[src/rtl/gst_pkg.sv]
package gst_pkg;

   localparam int OP_W = 2;
   localparam int STATUS_W = 2;
   localparam int SLOT_W = 6;
   localparam int GEN_W = 16;

   localparam int ROW_BITS = 16;
   localparam int ROW_SEL_W = $clog2(ROW_BITS);

   localparam logic [OP_W-1:0] OP_ALLOC = 2'd0;
   localparam logic [OP_W-1:0] OP_RELEASE = 2'd1;
   localparam logic [OP_W-1:0] OP_CHECK = 2'd2;

   localparam logic [STATUS_W-1:0] ST_OK = 2'd0;
   localparam logic [STATUS_W-1:0] ST_FULL = 2'd1;
   localparam logic [STATUS_W-1:0] ST_MISMATCH = 2'd2;

   typedef struct packed {
      logic [OP_W-1:0] op;
      logic [SLOT_W-1:0] slot_index;
      logic [GEN_W-1:0] handle_generation;
   } req_type;

   typedef struct packed {
      logic [STATUS_W-1:0] status;
      logic [SLOT_W-1:0] result_slot;
      logic [GEN_W-1:0] result_generation;
   } rsp_type;

endpackage

[src/rtl/gst_chan_if.sv]
interface gst_chan_if #(parameter type payload_type = logic);
   logic valid;
   logic ready;
   payload_type payload;

   modport source (output valid, output payload, input ready);
   modport sink (input valid, input payload, output ready);
endinterface

[src/rtl/gst_ram.sv]
module gst_ram #(
   parameter int WIDTH = 16,
   parameter int DEPTH = 64,
   parameter int AW = 6
) (
   input  logic             clock,
   input  logic             wr_en,
   input  logic [AW-1:0]    wr_addr,
   input  logic [WIDTH-1:0] wr_data,
   input  logic             rd_en,
   input  logic [AW-1:0]    rd_addr,
   output logic [WIDTH-1:0] rd_data
);
   logic [WIDTH-1:0] mem_ff [DEPTH];
   logic [WIDTH-1:0] rd_data_ff;

   always_ff @(posedge clock) begin
      if (wr_en) begin
         mem_ff[wr_addr] <= wr_data;
      end
      if (rd_en) begin
         rd_data_ff <= mem_ff[rd_addr];
      end
   end

   assign rd_data = rd_data_ff;
endmodule

[src/rtl/gst_row_scan.sv]
module gst_row_scan #(
   parameter int SLOTS = 64,
   parameter int ROW_AW = 2
) (
   input  logic [ROW_AW-1:0]            row,
   input  logic [gst_pkg::ROW_BITS-1:0] used,
   output logic                         found,
   output logic [gst_pkg::ROW_SEL_W-1:0] bit_index
);
   import gst_pkg::*;

   logic [ROW_BITS-1:0] free_bits;
   logic [ROW_AW+ROW_SEL_W-1:0] slot_num;

   always_comb begin
      for (int b = 0; b < ROW_BITS; b++) begin
         slot_num = {row, ROW_SEL_W'(b)};
         free_bits[b] = !used[b] && (32'(slot_num) < 32'(SLOTS));
      end
   end

   always_comb begin
      bit_index = '0;
      for (int b = ROW_BITS - 1; b >= 0; b--) begin
         if (free_bits[b]) begin
            bit_index = ROW_SEL_W'(b);
         end
      end
   end

   assign found = |free_bits;
endmodule

[src/rtl/generational_slot_table_unit.sv]
// Generational slot table. Items arrive on req_if: an op (allocate, release
// or check), a slot index and a handle generation. Each item produces exactly
// one item on rsp_if with a status, a slot and that slot's generation.
// Allocate grants the lowest free slot; release frees a slot and bumps its
// generation; check compares a handle generation with the slot's generation.
// After reset the block clears its used map and its generation memory, with
// req_if.ready low, and then takes items.
// One item is handled at a time. Release, check and the unused op go from
// S_EXEC to S_OUT, which moves the result into the output register. Allocate
// scans the used map one 16-slot row per read of its single read port,
// alternating S_SCAN_CHK and S_SCAN_RD over the fully used rows; on a free
// slot it goes through S_ALLOC_GEN to S_OUT, and with a full table it goes
// from the S_SCAN_CHK of the last row straight to S_OUT.
// In every case req_if.ready returns high once S_OUT has handed the result on.
// The result sits in an output register. A stalled receiver does not keep the
// block from taking and working on the next item; the block only waits when a
// second result is ready before the first one has been taken.
module generational_slot_table_unit #(
   parameter int SLOTS = 64,
   parameter int GEN_BITS = 16
) (
   input logic clock,
   input logic reset,
   gst_chan_if.sink req_if,
   gst_chan_if.source rsp_if
);
   import gst_pkg::*;

   localparam int SLOT_AW = $clog2(SLOTS);
   localparam int ROWS = (SLOTS + ROW_BITS - 1) / ROW_BITS;
   localparam int ROW_AW = (ROWS > 1) ? $clog2(ROWS) : 1;
   localparam int WIDE_W = ROW_AW + ROW_SEL_W;

   localparam logic [2:0] S_CLEAR = 3'd0;
   localparam logic [2:0] S_IDLE = 3'd1;
   localparam logic [2:0] S_SCAN_RD = 3'd2;
   localparam logic [2:0] S_SCAN_CHK = 3'd3;
   localparam logic [2:0] S_ALLOC_GEN = 3'd4;
   localparam logic [2:0] S_EXEC = 3'd5;
   localparam logic [2:0] S_OUT = 3'd6;

   logic [2:0] state_ff, state_in;
   logic [SLOT_AW-1:0] clr_ff, clr_in;
   logic [OP_W-1:0] op_ff, op_in;
   logic [SLOT_W-1:0] slot_ff, slot_in;
   logic [GEN_BITS-1:0] hgen_ff, hgen_in;
   logic in_range_ff, in_range_in;
   logic [ROW_AW-1:0] row_ff, row_in;
   logic [SLOT_AW-1:0] grant_ff, grant_in;
   rsp_type res_ff, res_in;
   rsp_type rsp_ff, rsp_in;
   logic rsp_valid_ff, rsp_valid_in;

   logic used_wr_en, used_rd_en;
   logic [ROW_AW-1:0] used_wr_addr, used_rd_addr;
   logic [ROW_BITS-1:0] used_wr_data, used_rd_data;
   logic gen_wr_en, gen_rd_en;
   logic [SLOT_AW-1:0] gen_wr_addr, gen_rd_addr;
   logic [GEN_BITS-1:0] gen_wr_data, gen_rd_data;

   logic scan_found;
   logic [ROW_SEL_W-1:0] scan_bit;
   logic [WIDE_W-1:0] scan_slot;
   logic [WIDE_W-1:0] req_wide, held_wide, clr_wide;
   logic req_in_range;
   logic [GEN_BITS-1:0] gen_cur;
   logic out_free;

   gst_ram #(
      .WIDTH(ROW_BITS),
      .DEPTH(ROWS),
      .AW(ROW_AW)
   ) u_used_ram (
      .clock(clock),
      .wr_en(used_wr_en),
      .wr_addr(used_wr_addr),
      .wr_data(used_wr_data),
      .rd_en(used_rd_en),
      .rd_addr(used_rd_addr),
      .rd_data(used_rd_data)
   );

   gst_ram #(
      .WIDTH(GEN_BITS),
      .DEPTH(SLOTS),
      .AW(SLOT_AW)
   ) u_gen_ram (
      .clock(clock),
      .wr_en(gen_wr_en),
      .wr_addr(gen_wr_addr),
      .wr_data(gen_wr_data),
      .rd_en(gen_rd_en),
      .rd_addr(gen_rd_addr),
      .rd_data(gen_rd_data)
   );

   gst_row_scan #(
      .SLOTS(SLOTS),
      .ROW_AW(ROW_AW)
   ) u_row_scan (
      .row(row_ff),
      .used(used_rd_data),
      .found(scan_found),
      .bit_index(scan_bit)
   );

   assign scan_slot = {row_ff, scan_bit};
   assign req_wide = WIDE_W'(req_if.payload.slot_index);
   assign held_wide = WIDE_W'(slot_ff);
   assign clr_wide = WIDE_W'(clr_ff);
   assign req_in_range = (32'(req_if.payload.slot_index) < 32'(SLOTS));
   assign out_free = !rsp_valid_ff || rsp_if.ready;

   assign req_if.ready = (state_ff == S_IDLE);
   assign rsp_if.valid = rsp_valid_ff;
   assign rsp_if.payload = rsp_ff;

   always_comb begin
      state_in = state_ff;
      clr_in = clr_ff;
      op_in = op_ff;
      slot_in = slot_ff;
      hgen_in = hgen_ff;
      in_range_in = in_range_ff;
      row_in = row_ff;
      grant_in = grant_ff;
      res_in = res_ff;
      rsp_in = rsp_ff;
      rsp_valid_in = rsp_valid_ff && !rsp_if.ready;
      used_wr_en = 1'b0;
      used_wr_addr = row_ff;
      used_wr_data = used_rd_data;
      used_rd_en = 1'b0;
      used_rd_addr = row_ff;
      gen_wr_en = 1'b0;
      gen_wr_addr = SLOT_AW'(slot_ff);
      gen_wr_data = gen_rd_data + GEN_BITS'(1);
      gen_rd_en = 1'b0;
      gen_rd_addr = SLOT_AW'(slot_ff);
      gen_cur = in_range_ff ? gen_rd_data : '0;

      unique case (state_ff)
         S_CLEAR: begin
            used_wr_en = 1'b1;
            used_wr_addr = clr_wide[WIDE_W-1:ROW_SEL_W];
            used_wr_data = '0;
            gen_wr_en = 1'b1;
            gen_wr_addr = clr_ff;
            gen_wr_data = '0;
            clr_in = clr_ff + SLOT_AW'(1);
            if (clr_ff == SLOT_AW'(SLOTS - 1)) begin
               state_in = S_IDLE;
            end
         end
         S_IDLE: begin
            if (req_if.valid) begin
               op_in = req_if.payload.op;
               slot_in = req_if.payload.slot_index;
               hgen_in = GEN_BITS'(req_if.payload.handle_generation);
               in_range_in = req_in_range;
               if (req_if.payload.op == OP_ALLOC) begin
                  row_in = '0;
                  used_rd_en = 1'b1;
                  used_rd_addr = '0;
                  state_in = S_SCAN_CHK;
               end else begin
                  used_rd_en = 1'b1;
                  used_rd_addr = req_wide[WIDE_W-1:ROW_SEL_W];
                  gen_rd_en = 1'b1;
                  gen_rd_addr = SLOT_AW'(req_if.payload.slot_index);
                  state_in = S_EXEC;
               end
            end
         end
         S_SCAN_RD: begin
            used_rd_en = 1'b1;
            state_in = S_SCAN_CHK;
         end
         S_SCAN_CHK: begin
            if (scan_found) begin
               used_wr_en = 1'b1;
               used_wr_data = used_rd_data | (ROW_BITS'(1) << scan_bit);
               grant_in = SLOT_AW'(scan_slot);
               gen_rd_en = 1'b1;
               gen_rd_addr = SLOT_AW'(scan_slot);
               state_in = S_ALLOC_GEN;
            end else if (row_ff == ROW_AW'(ROWS - 1)) begin
               res_in.status = ST_FULL;
               res_in.result_slot = '0;
               res_in.result_generation = '0;
               state_in = S_OUT;
            end else begin
               row_in = row_ff + ROW_AW'(1);
               state_in = S_SCAN_RD;
            end
         end
         S_ALLOC_GEN: begin
            res_in.status = ST_OK;
            res_in.result_slot = SLOT_W'(grant_ff);
            res_in.result_generation = GEN_W'(gen_rd_data);
            state_in = S_OUT;
         end
         S_EXEC: begin
            if (op_ff == OP_RELEASE && in_range_ff) begin
               gen_wr_en = 1'b1;
               gen_cur = gen_wr_data;
               used_wr_en = 1'b1;
               used_wr_addr = held_wide[WIDE_W-1:ROW_SEL_W];
               used_wr_data = used_rd_data
                  & ~(ROW_BITS'(1) << held_wide[ROW_SEL_W-1:0]);
            end
            res_in.status = (op_ff == OP_CHECK && gen_cur != hgen_ff) ? ST_MISMATCH : ST_OK;
            res_in.result_slot = slot_ff;
            res_in.result_generation = GEN_W'(gen_cur);
            state_in = S_OUT;
         end
         S_OUT: begin
            if (out_free) begin
               rsp_in = res_ff;
               rsp_valid_in = 1'b1;
               state_in = S_IDLE;
            end
         end
         default: begin
            state_in = S_IDLE;
         end
      endcase
   end

   always_ff @(posedge clock) begin
      if (reset) begin
         state_ff <= S_CLEAR;
         clr_ff <= '0;
         rsp_valid_ff <= 1'b0;
      end else begin
         state_ff <= state_in;
         clr_ff <= clr_in;
         rsp_valid_ff <= rsp_valid_in;
      end
   end

   always_ff @(posedge clock) begin
      op_ff <= op_in;
      slot_ff <= slot_in;
      hgen_ff <= hgen_in;
      in_range_ff <= in_range_in;
      row_ff <= row_in;
      grant_ff <= grant_in;
      res_ff <= res_in;
      rsp_ff <= rsp_in;
   end

   a_no_accept_while_clearing: assert property (
      @(posedge clock) disable iff (reset)
      (state_ff == S_CLEAR) |-> !req_if.ready
   ) else $error("item accepted during the clearing pass");

   a_one_item_at_a_time: assert property (
      @(posedge clock) disable iff (reset)
      (req_if.valid && req_if.ready) |=> !req_if.ready
   ) else $error("second item accepted while one is in flight");

   a_grant_in_table: assert property (
      @(posedge clock) disable iff (reset)
      (state_ff == S_ALLOC_GEN) |-> (32'(grant_ff) < 32'(SLOTS))
   ) else $error("granted slot lies outside the table");

   a_full_reports_zero: assert property (
      @(posedge clock) disable iff (reset)
      (rsp_valid_ff && rsp_ff.status == ST_FULL)
         |-> (rsp_ff.result_slot == '0 && rsp_ff.result_generation == '0)
   ) else $error("table full result carries a slot or generation");

   a_scan_row_bounded: assert property (
      @(posedge clock) disable iff (reset)
      (state_ff == S_SCAN_CHK) |-> (32'(row_ff) < 32'(ROWS))
   ) else $error("used map scan ran past the last row");
endmodule

[src/flat_wrapper.sv]
// flat-port wrapper written by rule: the top's interface ports become plain ports
module generational_slot_table_unit_flat import gst_pkg::*;
#(
   parameter int SLOTS = 64,
   parameter int GEN_BITS = 16
)
  (clock, reset, req_if_valid, req_if_payload, req_if_ready, rsp_if_valid, rsp_if_payload, rsp_if_ready);
  gst_chan_if #(.payload_type(req_type)) req_if_i ();
  gst_chan_if #(.payload_type(rsp_type)) rsp_if_i ();
  input logic clock;
  input logic reset;
  input wire logic [$bits(req_if_i.valid)-1:0] req_if_valid;
  input wire logic [$bits(req_if_i.payload)-1:0] req_if_payload;
  output wire logic [$bits(req_if_i.ready)-1:0] req_if_ready;
  output wire logic [$bits(rsp_if_i.valid)-1:0] rsp_if_valid;
  output wire logic [$bits(rsp_if_i.payload)-1:0] rsp_if_payload;
  input wire logic [$bits(rsp_if_i.ready)-1:0] rsp_if_ready;
  assign req_if_i.valid = req_if_valid;
  assign req_if_i.payload = req_if_payload;
  assign req_if_ready = req_if_i.ready;
  assign rsp_if_valid = rsp_if_i.valid;
  assign rsp_if_payload = rsp_if_i.payload;
  assign rsp_if_i.ready = rsp_if_ready;
  generational_slot_table_unit #(.SLOTS(SLOTS), .GEN_BITS(GEN_BITS)) u_core (.clock(clock), .reset(reset), .req_if(req_if_i), .rsp_if(rsp_if_i));
endmodule
[config.mk]
export PLATFORM = sky130hd
export DESIGN_NAME = generational_slot_table_unit_flat
export DESIGN_NICKNAME = d
export VERILOG_FILES = /design/src/rtl/gst_pkg.sv /design/src/rtl/gst_chan_if.sv /design/src/rtl/gst_ram.sv /design/src/rtl/gst_row_scan.sv /design/src/rtl/generational_slot_table_unit.sv /design/src/flat_wrapper.sv
export SDC_FILE = /design/constraint.sdc
export NUM_CORES = 2
export LEC_CHECK = 0
export ABC_CLOCK_PERIOD_IN_PS = 4900
export BUFFER_PORTS_ARGS = -buffer_cell sky130_fd_sc_hd__buf_2
export CAP_MARGIN = 30
export CORE_MARGIN = 1
export CORE_UTILIZATION = 63
export DETAILED_ROUTE_END_ITERATION = 12
export GPL_ROUTABILITY_DRIVEN = 0
export PLACE_DENSITY = 0.79
export SLEW_MARGIN = 20
export SYNTH_ARGS = -nofsm -noshare
export SYNTH_HDL_FRONTEND = slang
export SYNTH_SLANG_ARGS = --single-unit
[constraint.sdc]
create_clock -name clock -period 4.9 [get_ports clock]
set_input_delay 0.245 -clock clock [delete_from_list [all_inputs] [get_ports clock]]
set_output_delay 0.245 -clock clock [all_outputs]
set_load 0.005 [all_outputs]
==> impl_metrics.tcl <==
set metrics [dict create \
    synth_area_leaders "edfxtp_1 72%, nand2_1 3.5%, and3_1 2.4%" \
    regToRegSetupSlack_ps 370 \
    power_density_nw_per_um2 363 \
    io_buffers 53 \
    cts-htree-levels 3 \
    grt-ovfl-total 0 \
    finalSetupTns_ps 0 \
    n_antenna_cell 0 \
    finalMaxSlewViolations 0 \
    cts-resized-gates 0 \
    cts-root-buf "clkbuf_16" \
    first_pass_iters 8 \
    min_period_ps 4530 \
    cp.required_ps 5310 \
    timing.rr.start "u_core.u_used_ram.rd_data[5]$_DFFE_PP_" \
    ant_nets 0 \
    synthArstFlopShare_pct 0 \
    die_y_um 284 \
    syn-instance-count 3644 \
    synth.distinct_cells 79 \
    ir_worst_vdd_mv 0.330 \
    period_share_pct 92.4 \
    cts_max_path_buffers 3 \
    path_class "reg2reg" \
    hold_buffers 26 \
    startpoint "u_core.u_used_ram.rd_data[5]$_DFFE_PP_" \
    core_area_um2 78900 \
    via_count 33525 \
    crit_path_max_incr_delay_ps 730 \
    worst-path-buf-inv 1 \
    synth_seq_area_share_pct 72.2 \
    rr_worst_depth 10 \
    synth_ff_type "edfxtp_1" \
    hold_path.class "in2reg" \
    finalWirelength_um 136000 \
    setup_viol 0 \
    antenna_found_initial 0 \
    status "complete, no violations" \
    cts_tree "built" \
    routed_via_density 6.87 \
    drc 0 \
    routedWlPerCell_um 27.8 \
    drt_iter0_drc 5482 \
    arrival_ps 4940 \
    power.leakage_uw 0.0189 \
    grt_pass1_wl_um 201000 \
    final_nets 3769 \
    syn_area_per_cell_um2 13.8 \
    cts.clk_slew.worst_paths_ps 60 \
    power_uw 20500 \
    yosysMostFrequentCell "edfxtp_1" \
    synth_nets 3675 \
    worstPathCellList "nand4_2 -> o41ai_4 -> inv_2 -> nor2_2 -> a221o_1 -> nor2_4 -> nand2_1 -> a311oi_1 -> nor3_1 -> nand4_1" \
    crit_fanout 14 \
    finalClockSkew_ps 41.5 \
    hold_violations 0 \
    numClockSinks 1210 \
    grt_max_degree 131 \
    row_count 103 \
    relSlewSlack_pct 31.4 \
    start_kind "flop" \
    r2r_end "u_core.u_gen_ram.rd_data[15]$_DFFE_PP_" \
    worstSetupEndpoint "u_core.u_gen_ram.rd_data[15]$_DFFE_PP_" \
    post-dp-hpwl_um 78900 \
    area_growth_pct 12.5 \
    start_util_pct 63.6 \
    clock_latency_ps 710 \
    grt_pass1_vias 31762 \
    yosys-top-cells-count "1200 x edfxtp_1, 466 x nand2_1, 213 x o21ai_0, 196 x and3_1, 172 x clkbuf_1" \
    cp_slowest_cell "nor3_1" \
    synth_edf_count 1200 \
    path_delay_family "simple AND/OR/NAND/NOR gates" \
    end_kind "flop" \
    yosys_register_bits 1210 \
    dieArea_um2 80800 \
    synth_top_cell_area_share_pct 71.8 \
    cp_num_cells 10 \
    yosysTopAreaCell "edfxtp_1" \
    synth_warnings 0 \
    postCtsSetupRepairBufs 0 \
    gr-usage-all-layers_pct 33.4 \
    tightestPinTransition_ps 1030 \
    io_pins 54 \
    die_x_um 284 \
    drv_cap 0 \
    max_freq_mhz 221 \
    rsz0062_at_grt "false" \
    layout-drive-gt1-share_pct 11.6 \
    syn_area_um2 50200 \
    numCtsBuffers 115 \
]
## worst register-to-register path: stages (launching register included)
cell      delay (ps)
edfxtp_1         480
nand4_2          240
o41ai_4          530
inv_2            230
nor2_2           280
a221o_1          680
nor2_4            80
nand2_1          570
a311oi_1         260
nor3_1           730
nand4_1          170
## cells by family (layout without fill, tap and decap cells)
logic type | Yosys count | in the layout | share of synthesized area [%]
DFF | 1210 | 1210 | 72.2
and+or+nand+nor | 1144 | 1144 | 11.1
AOI/OAI and AO/OA | 886 | 886 | 12.0
buffers and inverters | 284 | 473 | 2.40
muxes | 66 | 66 | 1.42
xor gates and xnor gates | 51 | 51 | 0.890
adders and majority gates | 3 | 3 | 0.0748
## layout make-up
cell class | instances | area, µm²
clock inverters | 75 | 716
clock buffers | 137 | 3010
well taps | 1050 | 1310
fillers | 4798 | 22400
flip-flops and latches | 1210 | 36200
repair buffers | 247 | 2140
inverters | 14 | 52.6
multi-input cells | 2150 | 13000
## worst min-delay path by stage
stage,from,to,slack (ps),depth (start not counted)
2_1_floorplan,req_if_payload[16],u_core.held_wide[0]$_DFFE_PP_,340,0
3_3_place_gp,u_core.res_ff[22]$_DFFE_PP_,u_core.rsp_if.payload[22]$_DFFE_PP_,400,0
3_5_place_dp,u_core.res_ff[12]$_DFFE_PP_,u_core.rsp_if.payload[12]$_DFFE_PP_,400,0
4_1_cts,req_if_valid,u_core.state_ff[1]$_SDFFE_PP0P_,90,4
5_1_grt,req_if_valid,u_core.state_ff[1]$_SDFFE_PP0P_,130,4
6_report,req_if_valid,u_core.state_ff[1]$_SDFFE_PP0P_,120,4
## per-layer routing
layer  wire (µm)  GRT usage [%]  vias to the layer above
li1            -              -                    14254
met1       49200           46.9                    16277
met2       60900           49.9                     2639
met3       19800           8.79                      355
met4        6010           14.2                        0
met5           0              0                        -
## cell usage in the layout (no fill, tap or decap), drive strengths merged, types with 7 or more instances in the layout
master and count:
nor3 39, nor2 138, o211ai 11, and3 196
a311oi 51, nand3 161, nand2 469, a211oi 131
clkinv 56, or3 18, xor2 26, nand2b 10
nor4 11, nand3b 7, o21bai 15, a41oi 44
dlygate4sd3 26, clkbuf 137, a21oi 90, a21o 90
and2 27, a21boi 90, edfxtp 1200, a2111oi 8
a221oi 16, bufinv 12, a31oi 67, o21ai 233
and4 16, inv 19, buf 221, xnor2 25
a32o 7, dfxtp 10, nand4 30, mux2i 62
nor2b 7
## metrics by stage
| stage | utilization (%) | hold WS (ps) | setup WS [ps] | cells | instance area [µm²] |
|---|---|---|---|---|---|
| finish | 71.6 | 118 | 371 | 4883 | 56500 |
| global route | 71.6 | 126 | 186 | 4883 | 56500 |
| CTS | 71.6 | 87.9 | 476 | 4882 | 56400 |
| detailed placement | 66.5 | 405 | 543 | 4644 | 52400 |
| global placement | 66.4 | 401 | 707 | 4639 | 52300 |
| floorplan | - | 344 | 503 | 3644 | 50200 |
## state kept, by name, summed over array words and instances, names as in the netlist, 6 cells and up
name	count
u_core.grant_ff	6
u_core.u_used_ram.rd_data	16
u_core.clr_ff	6
u_core.rsp_if.payload	24
u_core.res_ff	24
u_core.u_gen_ram.mem_ff	1024
u_core.held_wide	6
u_core.hgen_ff	16
u_core.u_used_ram.mem_ff	64
u_core.u_gen_ram.rd_data	16
## where the power goes
| part | internal, µW | switching [µW] |
|---|---|---|
| registers | 11300 | 19.4 |
| logic | 112 | 254 |
| clock network | 5010 | 3790 |
Power figures use the tool's default switching activity.
